===== config.mk =====
export PLATFORM = sky130hd
export DESIGN_NAME = stepper_line_ramp_generator_unit
export DESIGN_NICKNAME = d
export VERILOG_FILES = /design/src/rtl/core/slrg_pkg.sv /design/src/rtl/core/stepper_line_ramp_generator_unit.sv /design/src/rtl/core/slrg_div.sv /design/src/rtl/core/slrg_axis.sv
export SDC_FILE = /design/constraint.sdc
export NUM_CORES = 2
export LEC_CHECK = 0
export ABC_AREA = 1
export BUFFER_PORTS_ARGS = -buffer_cell sky130_fd_sc_hd__buf_2
export CELL_PAD_IN_SITES_DETAIL_PLACEMENT = 0
export CELL_PAD_IN_SITES_GLOBAL_PLACEMENT = 1
export CORE_ASPECT_RATIO = 1.25
export CORE_MARGIN = 3
export CORE_UTILIZATION = 47
export DETAILED_ROUTE_END_ITERATION = 12
export PLACE_DENSITY_LB_ADDON = 0.2
export SLEW_MARGIN = 20
export SYNTH_ARGS = -nofsm -noshare
export SYNTH_HDL_FRONTEND = slang
export SYNTH_SLANG_ARGS = --single-unit

===== constraint.sdc =====
create_clock -name clk -period 6.2 [get_ports clk]
set_input_delay 0.62 -clock clk [delete_from_list [all_inputs] [get_ports clk]]
set_output_delay 0.62 -clock clk [all_outputs]
set_load 0.01 [all_outputs]

===== src/rtl/core/slrg_pkg.sv =====
// Shared constants for the stepper line ramp generator.
package slrg_pkg;

	localparam int AXES           = 4;
	localparam int AXIS_IDX_BITS  = $clog2(AXES);
	localparam int COUNT_BITS_DEF = 24;
	localparam int DIR_BITS       = 4;
	localparam int PER_BITS       = 23;
	localparam int FIX_BITS       = 32;
	localparam int FRAC_BITS      = 8;
	localparam int DIVD_BITS      = FIX_BITS + 1;

	localparam logic [FIX_BITS-1:0] ROUND_HALF = 32'd128;
	localparam logic [FIX_BITS-1:0] DIV_STEP   = 32'd4;
	localparam logic [FIX_BITS-1:0] DIV_K_ONE  = 32'd1;
	localparam logic [FIX_BITS-1:0] DIV_K_FIVE = 32'd5;
	localparam logic [PER_BITS-1:0] PER_MAX    = {PER_BITS{1'b1}};
	localparam logic [PER_BITS-1:0] PER_LOAD   = 23'd1;

	localparam logic [1:0] PH_ACCEL = 2'd0;
	localparam logic [1:0] PH_RUN   = 2'd1;
	localparam logic [1:0] PH_DECEL = 2'd2;

	localparam logic CMD_LOAD = 1'b0;
	localparam logic CMD_TICK = 1'b1;

endpackage


===== src/rtl/core/stepper_line_ramp_generator_unit.sv =====
// Top level: move sequencer, ramp state and result register.
//
//  channel | valid     | stall     | word
//  --------+-----------+-----------+-----------------------------------------
//  cmd     | cmd_valid | cmd_stall | command, stop_now, move setup fields
//  res     | res_valid | res_stall | step_mask, dir_mask, step_period, ...
//
// Load, idle tick and stop: accept, then write the result.
// Active tick: accept, the axis pass over all axes, the ramp check, the ramp
// update check where it applies, the divide (33-bit restoring divider, one bit a
// cycle) and period update when the ramp divides, then step count and result write.
// No command is taken until the word of the previous one is in the result
// register; a stalled result only delays the write-back of the next one.
// Reset clears the sequencer's ramp and move state (not the axis accumulators); no clearing pass.
module stepper_line_ramp_generator_unit #(
	parameter int COUNT_BITS = slrg_pkg::COUNT_BITS_DEF
) (
	input  logic                          clk,
	input  logic                          arst_n,
	input  logic                          cmd_valid,
	output logic                          cmd_stall,
	input  logic                          command,
	input  logic                          stop_now,
	input  logic [COUNT_BITS-1:0]         move_steps,
	input  logic [COUNT_BITS-1:0]         axis_x_steps,
	input  logic [COUNT_BITS-1:0]         axis_y_steps,
	input  logic [COUNT_BITS-1:0]         axis_z_steps,
	input  logic [COUNT_BITS-1:0]         axis_e_steps,
	input  logic [slrg_pkg::DIR_BITS-1:0] dir_bits,
	input  logic [slrg_pkg::PER_BITS-1:0] start_period,
	input  logic [slrg_pkg::PER_BITS-1:0] min_period,
	input  logic [COUNT_BITS-1:0]         mid_step,
	input  logic [1:0]                    start_phase,
	output logic                          res_valid,
	input  logic                          res_stall,
	output logic [slrg_pkg::AXES-1:0]     step_mask,
	output logic [slrg_pkg::DIR_BITS-1:0] dir_mask,
	output logic [slrg_pkg::PER_BITS-1:0] step_period,
	output logic [1:0]                    ramp_phase,
	output logic                          motors_on,
	output logic                          move_done
);
	import slrg_pkg::*;

	typedef enum logic [7:0] {
		ST_IDLE = 8'b0000_0001,
		ST_AXIS = 8'b0000_0010,
		ST_RAMP = 8'b0000_0100,
		ST_UPD  = 8'b0000_1000,
		ST_DIV  = 8'b0001_0000,
		ST_PER  = 8'b0010_0000,
		ST_FIN  = 8'b0100_0000,
		ST_EMIT = 8'b1000_0000
	} seq_state_t;

	seq_state_t              state_q;
	logic [AXIS_IDX_BITS-1:0] axis_idx_q;

	logic [COUNT_BITS-1:0]   steps_q;
	logic [COUNT_BITS-1:0]   len_q;
	logic [COUNT_BITS-1:0]   mid_q;
	logic [COUNT_BITS-1:0]   decel_q;
	logic [FIX_BITS-1:0]     pf_q;
	logic [FIX_BITS-1:0]     rdiv_q;
	logic [PER_BITS-1:0]     cur_q;
	logic [PER_BITS-1:0]     floor_q;
	logic [1:0]              phase_q;
	logic [DIR_BITS-1:0]     dir_q;
	logic                    active_q;

	logic [AXES-1:0]         mask_q;
	logic                    wload_q;
	logic                    wdone_q;

	logic                    res_valid_q;
	logic [AXES-1:0]         step_mask_q;
	logic [DIR_BITS-1:0]     dir_mask_q;
	logic [PER_BITS-1:0]     step_period_q;
	logic [1:0]              ramp_phase_q;
	logic                    motors_on_q;
	logic                    move_done_q;

	logic                    cmd_acc;
	logic                    load_acc;
	logic [AXES-1:0][COUNT_BITS-1:0] incr_in;
	logic                    hit;
	logic                    div_start;
	logic [FIX_BITS-1:0]     div_quo;
	logic                    div_done;
	logic [FIX_BITS-1:0]     rdiv_next;
	logic [FIX_BITS-1:0]     s_minus_len;
	logic [FIX_BITS-1:0]     div_k1;
	logic [FIX_BITS-1:0]     div_k5;
	logic [COUNT_BITS-1:0]   len_m1;
	logic [COUNT_BITS-1:0]   steps_next;
	logic [FIX_BITS-1:0]     rsum;
	logic [FIX_BITS-1:0]     per_raw;

	assign cmd_stall = (state_q != ST_IDLE);
	assign cmd_acc   = cmd_valid && !cmd_stall;
	assign load_acc  = cmd_acc && (command == CMD_LOAD);

	assign incr_in[0] = axis_x_steps;
	assign incr_in[1] = axis_y_steps;
	assign incr_in[2] = axis_z_steps;
	assign incr_in[3] = axis_e_steps;

	assign s_minus_len = FIX_BITS'(steps_q) - FIX_BITS'(len_q);
	assign div_k1      = {s_minus_len[FIX_BITS-3:0], 2'b00} + DIV_K_ONE;
	assign div_k5      = {s_minus_len[FIX_BITS-3:0], 2'b00} + DIV_K_FIVE;
	assign rdiv_next   = rdiv_q + DIV_STEP;
	assign len_m1      = len_q - {{(COUNT_BITS-1){1'b0}}, 1'b1};
	assign steps_next  = steps_q + {{(COUNT_BITS-1){1'b0}}, 1'b1};
	assign rsum        = pf_q + ROUND_HALF;
	assign per_raw     = {{FRAC_BITS{rsum[FIX_BITS-1]}}, rsum[FIX_BITS-1:FRAC_BITS]};
	assign div_start   = (state_q == ST_UPD) && (steps_q != len_m1);

	slrg_axis #(
		.COUNT_BITS(COUNT_BITS)
	) u_axis (
		.clk     (clk),
		.load    (load_acc),
		.len     (load_acc ? move_steps : len_q),
		.incr_in (incr_in),
		.step_en (state_q == ST_AXIS),
		.idx     (axis_idx_q),
		.step_hit(hit)
	);

	slrg_div u_div (
		.clk     (clk),
		.arst_n  (arst_n),
		.start   (div_start),
		.dividend({pf_q, 1'b0}),
		.divisor (rdiv_next),
		.quotient(div_quo),
		.done    (div_done)
	);

	always_ff @(posedge clk or negedge arst_n) begin
		if (!arst_n) begin
			state_q     <= ST_IDLE;
			axis_idx_q  <= '0;
			steps_q     <= '0;
			len_q       <= '0;
			mid_q       <= '0;
			decel_q     <= '0;
			pf_q        <= '0;
			rdiv_q      <= DIV_K_ONE;
			cur_q       <= '0;
			floor_q     <= '0;
			phase_q     <= PH_ACCEL;
			dir_q       <= '0;
			active_q    <= 1'b0;
			mask_q      <= '0;
			wload_q     <= 1'b0;
			wdone_q     <= 1'b0;
			res_valid_q <= 1'b0;
		end else begin
			if (res_valid_q && !res_stall && state_q != ST_EMIT)
				res_valid_q <= 1'b0;
			case (state_q)
				ST_IDLE: begin
					if (cmd_acc) begin
						mask_q  <= '0;
						wload_q <= (command == CMD_LOAD);
						if (command == CMD_LOAD) begin
							len_q    <= move_steps;
							mid_q    <= mid_step;
							floor_q  <= min_period;
							cur_q    <= start_period;
							dir_q    <= dir_bits;
							phase_q  <= start_phase;
							pf_q     <= FIX_BITS'({start_period, {FRAC_BITS{1'b0}}});
							rdiv_q   <= DIV_K_ONE;
							decel_q  <= '0;
							steps_q  <= '0;
							active_q <= (move_steps != '0);
							wdone_q  <= (move_steps == '0);
							state_q  <= ST_EMIT;
						end else if (!active_q) begin
							wdone_q <= 1'b0;
							state_q <= ST_EMIT;
						end else if (stop_now) begin
							active_q <= 1'b0;
							wdone_q  <= 1'b1;
							state_q  <= ST_EMIT;
						end else begin
							wdone_q    <= 1'b0;
							axis_idx_q <= '0;
							state_q    <= ST_AXIS;
						end
					end
				end
				ST_AXIS: begin
					mask_q[axis_idx_q] <= hit;
					axis_idx_q         <= axis_idx_q + 1'b1;
					if (axis_idx_q == AXIS_IDX_BITS'(AXES - 1))
						state_q <= ST_RAMP;
				end
				ST_RAMP: begin
					case (phase_q)
						PH_ACCEL: begin
							if (steps_q == mid_q) begin
								phase_q <= PH_DECEL;
								if (len_q[0]) begin
									rdiv_q  <= div_k5;
									state_q <= ST_FIN;
								end else begin
									rdiv_q  <= div_k1;
									state_q <= ST_UPD;
								end
							end else begin
								state_q <= ST_UPD;
							end
						end
						PH_DECEL: state_q <= ST_UPD;
						PH_RUN: begin
							if (steps_q == decel_q) begin
								phase_q <= PH_DECEL;
								rdiv_q  <= div_k5;
							end
							state_q <= ST_FIN;
						end
						default: state_q <= ST_FIN;
					endcase
				end
				ST_UPD: begin
					if (div_start) begin
						rdiv_q  <= rdiv_next;
						state_q <= ST_DIV;
					end else begin
						state_q <= ST_FIN;
					end
				end
				ST_DIV: begin
					if (div_done) begin
						pf_q    <= pf_q - div_quo;
						state_q <= ST_PER;
					end
				end
				ST_PER: begin
					if (per_raw <= FIX_BITS'(floor_q)) begin
						phase_q <= PH_RUN;
						decel_q <= len_q - steps_q;
						cur_q   <= floor_q;
					end else if (per_raw > FIX_BITS'(PER_MAX)) begin
						cur_q <= PER_MAX;
					end else begin
						cur_q <= per_raw[PER_BITS-1:0];
					end
					state_q <= ST_FIN;
				end
				ST_FIN: begin
					steps_q <= steps_next;
					if (steps_next == len_q) begin
						active_q <= 1'b0;
						wdone_q  <= 1'b1;
					end
					state_q <= ST_EMIT;
				end
				ST_EMIT: begin
					if (!res_valid_q || !res_stall) begin
						res_valid_q <= 1'b1;
						state_q     <= ST_IDLE;
					end
				end
				default: state_q <= ST_IDLE;
			endcase
		end
	end

	always_ff @(posedge clk) begin
		if (state_q == ST_EMIT && (!res_valid_q || !res_stall)) begin
			step_mask_q   <= mask_q;
			dir_mask_q    <= dir_q;
			step_period_q <= wload_q ? PER_LOAD : cur_q;
			ramp_phase_q  <= phase_q;
			motors_on_q   <= active_q;
			move_done_q   <= wdone_q;
		end
	end

	assign res_valid   = res_valid_q;
	assign step_mask   = step_mask_q;
	assign dir_mask    = dir_mask_q;
	assign step_period = step_period_q;
	assign ramp_phase  = ramp_phase_q;
	assign motors_on   = motors_on_q;
	assign move_done   = move_done_q;

	a_tick_steps: assert property (@(posedge clk) disable iff (!arst_n)
		cmd_acc && command == CMD_TICK && active_q && !stop_now |=> state_q == ST_AXIS)
		else $error("active tick did not start stepping");
	a_divisor_form: assert property (@(posedge clk) disable iff (!arst_n)
		rdiv_q[1:0] == 2'b01)
		else $error("ramp divisor not 1 modulo 4");
	a_done_off: assert property (@(posedge clk) disable iff (!arst_n)
		res_valid |-> !(motors_on && move_done))
		else $error("move done with motors on");
	a_idle_div: assert property (@(posedge clk) disable iff (!arst_n)
		state_q == ST_IDLE |-> !div_done)
		else $error("divider finished outside a ramp update");

endmodule


===== src/rtl/core/slrg_div.sv =====
// Restoring signed divider, one quotient bit per cycle, truncates toward zero.
module slrg_div (
	input  logic                           clk,
	input  logic                           arst_n,
	input  logic                           start,
	input  logic [slrg_pkg::DIVD_BITS-1:0] dividend,
	input  logic [slrg_pkg::FIX_BITS-1:0]  divisor,
	output logic [slrg_pkg::FIX_BITS-1:0]  quotient,
	output logic                           done
);
	import slrg_pkg::*;

	localparam int DIV_STEPS = DIVD_BITS;
	localparam int CNT_BITS  = $clog2(DIV_STEPS + 1);

	typedef enum logic [2:0] {
		DV_IDLE = 3'b001,
		DV_RUN  = 3'b010,
		DV_FIX  = 3'b100
	} dv_state_t;

	dv_state_t             st_q;
	logic [FIX_BITS-1:0]   rem_q;
	logic [DIVD_BITS-1:0]  num_q;
	logic [FIX_BITS-1:0]   den_q;
	logic                  neg_q;
	logic                  zero_q;
	logic [CNT_BITS-1:0]   cnt_q;
	logic [FIX_BITS-1:0]   quo_q;
	logic                  done_q;

	logic [DIVD_BITS-1:0]  trial;
	logic [DIVD_BITS:0]    diff;
	logic                  ge;

	assign trial = {rem_q, num_q[DIVD_BITS-1]};
	assign diff  = {1'b0, trial} - {2'b00, den_q};
	assign ge    = ~diff[DIVD_BITS];

	always_ff @(posedge clk or negedge arst_n) begin
		if (!arst_n) begin
			st_q   <= DV_IDLE;
			cnt_q  <= '0;
			done_q <= 1'b0;
		end else begin
			done_q <= (st_q == DV_FIX);
			case (st_q)
				DV_IDLE: begin
					if (start) begin
						cnt_q <= CNT_BITS'(DIV_STEPS);
						st_q  <= DV_RUN;
					end
				end
				DV_RUN: begin
					cnt_q <= cnt_q - 1'b1;
					if (cnt_q == CNT_BITS'(1))
						st_q <= DV_FIX;
				end
				DV_FIX: begin
					st_q <= DV_IDLE;
				end
				default: st_q <= DV_IDLE;
			endcase
		end
	end

	always_ff @(posedge clk) begin
		if (st_q == DV_IDLE && start) begin
			num_q  <= dividend[DIVD_BITS-1] ? -dividend : dividend;
			den_q  <= divisor[FIX_BITS-1] ? -divisor : divisor;
			neg_q  <= dividend[DIVD_BITS-1] ^ divisor[FIX_BITS-1];
			zero_q <= (divisor == '0);
			rem_q  <= '0;
		end else if (st_q == DV_RUN) begin
			num_q <= {num_q[DIVD_BITS-2:0], ge};
			rem_q <= ge ? diff[FIX_BITS-1:0] : trial[FIX_BITS-1:0];
		end else if (st_q == DV_FIX) begin
			if (zero_q)
				quo_q <= '0;
			else if (neg_q)
				quo_q <= -num_q[FIX_BITS-1:0];
			else
				quo_q <= num_q[FIX_BITS-1:0];
		end
	end

	assign quotient = quo_q;
	assign done     = done_q;

	a_fix_then_done: assert property (@(posedge clk) disable iff (!arst_n)
		st_q == DV_FIX |=> done_q)
		else $error("divider skipped done");
	a_done_pulse: assert property (@(posedge clk) disable iff (!arst_n)
		done_q |=> !done_q)
		else $error("divider done longer than one cycle");
	a_start_runs: assert property (@(posedge clk) disable iff (!arst_n)
		st_q == DV_IDLE && start |=> st_q == DV_RUN && !done_q)
		else $error("divider did not start");

endmodule


===== src/rtl/core/slrg_axis.sv =====
// Axis accumulator bank with one shared add/compare, one axis per cycle while step_en is high.
module slrg_axis #(
	parameter int COUNT_BITS = slrg_pkg::COUNT_BITS_DEF
) (
	input  logic                               clk,
	input  logic                               load,
	input  logic [COUNT_BITS-1:0]              len,
	input  logic [slrg_pkg::AXES-1:0][COUNT_BITS-1:0] incr_in,
	input  logic                               step_en,
	input  logic [slrg_pkg::AXIS_IDX_BITS-1:0] idx,
	output logic                               step_hit
);
	import slrg_pkg::*;

	localparam int ACC_BITS = COUNT_BITS + 1;

	logic [ACC_BITS-1:0]   accum_q [AXES];
	logic [COUNT_BITS-1:0] incr_q  [AXES];

	logic [ACC_BITS-1:0]   sum;
	logic [ACC_BITS-1:0]   sum_sub;

	assign sum      = accum_q[idx] + {1'b0, incr_q[idx]};
	assign sum_sub  = sum - {1'b0, len};
	assign step_hit = (sum > {1'b0, len});

	always_ff @(posedge clk) begin
		if (load) begin
			for (int i = 0; i < AXES; i++) begin
				accum_q[i] <= {2'b00, len[COUNT_BITS-1:1]};
				incr_q[i]  <= incr_in[i];
			end
		end else if (step_en) begin
			accum_q[idx] <= step_hit ? sum_sub : sum;
		end
	end

endmodule

==> results.ini <==
[outcome]
outcome = finished clean

[synthesis]
yosysSeqAreaShare = 0.405
synth_fa_ha_area_frac = 0.0630
synthCells = 5324
synth_compound_area_frac = 0.135
synth_cell_types = 72
yosys.area.top_type_share = 0.243
synth_commonest_cells = 1214 x nand2_1, 677 x inv_1, 469 x nor2_1
yosys_warnings = 0
syn_avg_cell_area_sq_um = 7.66
synthSimpleGateAreaFrac = 0.247
yosysTopAreaCell = edfxtp_1
synth_top_family_by_area = simple AND/OR/NAND/NOR gates
yosysMostFrequentCell = nand2_1
synth_ff_type = edfxtp_1
synth_xor_area_frac = 0.0653
synthMuxAreaShare = 0
synth_area_sq_um = 40800
async_flop_share = 0.398
synthTopCellsByArea = edfxtp_1 24%, dfrtp_1 14%, nand2_1 11%
synth-edff-count = 330
syn_nets = 5728
synth-seq-cells = 601

[worst_setup_path]
worstSetupPathType = flop to flop
worstPathMaxFanout = 23
endpoint_kind = flop
crit_required_ns = 6.55
worst_setup_path_start_kind = flop
cp.arrival_ns = 6.13

[timing]
fin_crit_ns = 5.78
slew_headroom = 0.281
post-route-period-util = 0.933
fin_skew_ns = 0.0379
drv_slew = 0
rsz0062_at_grt = no
final-hold-violation-count = 0
fin_setup_tns_ns = 0
worstMarginPinSlew_ns = 1.08
timing.fmax_ghz = 0.173
setup_viol = 0

[route]
vias_per_cell = 5.46
dr.pass1.iters = 6
wl_per_cell_um = 20.1
vias = 36654
wl_um = 135000
first_iter_violations = 2910
antenna_left = 0
drcViolationCount = 0

[grt]
grt_pass1_wl_um = 207000
grt_usage = 0.293
antenna_found_initial = 3
grt_pass1_vias = 35780
grt_max_degree = 115
grt.overflow.total = 0

[clocking]
cts_setup_buffers = 0
cts_max_level = 3
cts_max_path_buffers = 3
path_clk_slew_ns = 0.06
cts_tree = yes
cts_sinks = 601
insertion_delay_ns = 0.64
root_buffer = clkbuf_16
tritoncts.num_buffers = 69

[cells_and_area]
areaGrowthSynthToFinish_pct = 11.8
fin_area_sq_um = 45600
n_antenna_cell = 0
drive_gt1_frac = 0.0979
final_nets = 5905

[power]
leakagePower_uw = 0.0209
ir_drop_mv = 0.283
pwr_density_cell_nw_per_um2 = 431

[placement]
numPortBuffers = 238
gp_congestion = 0.992
dpl.hpwl_um = 102000
dpl_cell_area_sq_um = 43200

[die]
ios = 239
start_util = 0.475
die_h_um = 335
dieWidth_um = 270
die_area_sq_um = 90400
coreArea_sq_um = 85900
rows = 120

[run]
maxCapViolCount = 0

[hold_path]
hold_class = input port to flop

-- registers in the layout, summed over array words and instances, names as in the netlist, 23 cells and up --
name and flops:
rdiv_q 31, mid_q 24, u_axis.incr_q 96, u_div.quotient 32, pf_q 32, steps_q 24, decel_q 24, len_q 24
cur_q 23, u_axis.accum_q 100, u_div.num_q 33, u_div.rem_q 32, u_div.den_q 32, step_period 23, floor_q 23
-- per-stage QoR --
step | hold WS [ns] | util | std cells | power [uW] | setup WS (ns)
floorplan | 0.324 | - | 5324 | 12400 | 1.35
global placement | 0.431 | 0.503 | 6588 | 15200 | 0.384
detailed placement | 0.430 | 0.503 | 6588 | 15300 | 0.408
CTS | 0.107 | 0.531 | 6715 | 19700 | 0.375
global route | 0.117 | 0.531 | 6715 | 21100 | 0.0542
finish | 0.149 | 0.531 | 6715 | 19700 | 0.418
-- report_power, final --
part	total, uW	leakage [uW]	switching, uW	internal, uW
Combinational	9500	0.0136	6420	3090
Sequential	5810	0.00613	663	5150
Clock	4370	0.00116	1820	2550
Total	19700	0.0209	8900	10800
-- cells in the final DEF, fill, tap and decap left out, drive strengths merged, types with 14 or more instances in the layout --
master and count:
o21ai 484, nand2 1242, xor2 207, nor3 99, a31oi 15, nand4 94, nand3b 14, dfxtp 32
dfrtp 236, clkinv 24, inv 692, ha 196, o21bai 20, or2 37, a21o 18, xnor2 97
a21oi 313, nand3 292, nor4 37, buf 298, clkbuf 90, edfxtp 330, o22ai 81, nor2 483
-- layout make-up --
| class | instances | area (sq um) |
|---|---|---|
| fillers | 8466 | 40200 |
| inverters | 692 | 2600 |
| clock buffers | 90 | 1920 |
| clock inverters | 36 | 475 |
| well taps | 1159 | 1450 |
| flip-flops and latches | 601 | 16500 |
| multi-input cells | 3838 | 21000 |
| repair buffers | 299 | 1700 |
-- worst paths after layout --
check	slack [ns]	endpoint	from	cells after the start
worst max-delay path	0.42	u_axis.accum_q[2][3]	axis_idx_q[0]	23
worst min-delay path	0.15	u_axis.incr_q[1][5]	axis_y_steps[5]	1
worst max register to register	0.42	u_axis.accum_q[2][3]	axis_idx_q[0]	23
worst min register to register	0.45	dir_mask[2]	dir_q[2]	0
max in group asynchronous	4.36	mid_q[9]	arst_n	3
min in group asynchronous	0.55	rdiv_q[20]	arst_n	2
-- worst max-delay path, stage by stage, from the launching register on --
cell,delay [ns]
dfrtp_4,0.48
clkinv_2,0.22
buf_4,0.30
buf_4,0.30
o21ai_0,0.11
o22ai_1,0.31
ha_1,0.30
nand2_1,0.16
nor4_1,0.56
nand3_1,0.28
nand3_1,0.17
xor2_1,0.23
inv_1,0.07
ha_1,0.34
inv_1,0.08
nor3_1,0.41
nand4_2,0.17
nor2_2,0.15
nand3b_4,0.12
buf_4,0.26
nand3_1,0.14
nand3_2,0.11
nand3_1,0.09
o21ai_0,0.09
-- timing repair --
| item | in CTS | in global routing |
|---|---|---|
| hold buffers | 1 | 0 |
| resized for setup | 0 | 2 |
| endpoints found under the setup margin | 0 | 40 |
| hold endpoints to repair | 29 | 0 |
-- kinds of logic (layout without fill, tap and decap cells) --
family | after synthesis | in the layout
adder cells (fa/ha/maj) | 202 | 202
flip-flops | 601 | 601
AO/OA/AOI/OAI | 1009 | 1009
XOR/XNOR | 304 | 304
buffers and inverters | 885 | 1117
AND/OR/NAND/NOR | 2323 | 2323
-- per-layer routing --
layer,up-vias,track usage,part of all wire
met1,17243,0.370,0.41
met4,2,0.112,0.040
met2,1129,0.517,0.49
met3,246,0.0344,0.057
met5,-,0,0.000089
li1,18034,-,-
No activity file was read; power rests on OpenSTA's default activity.
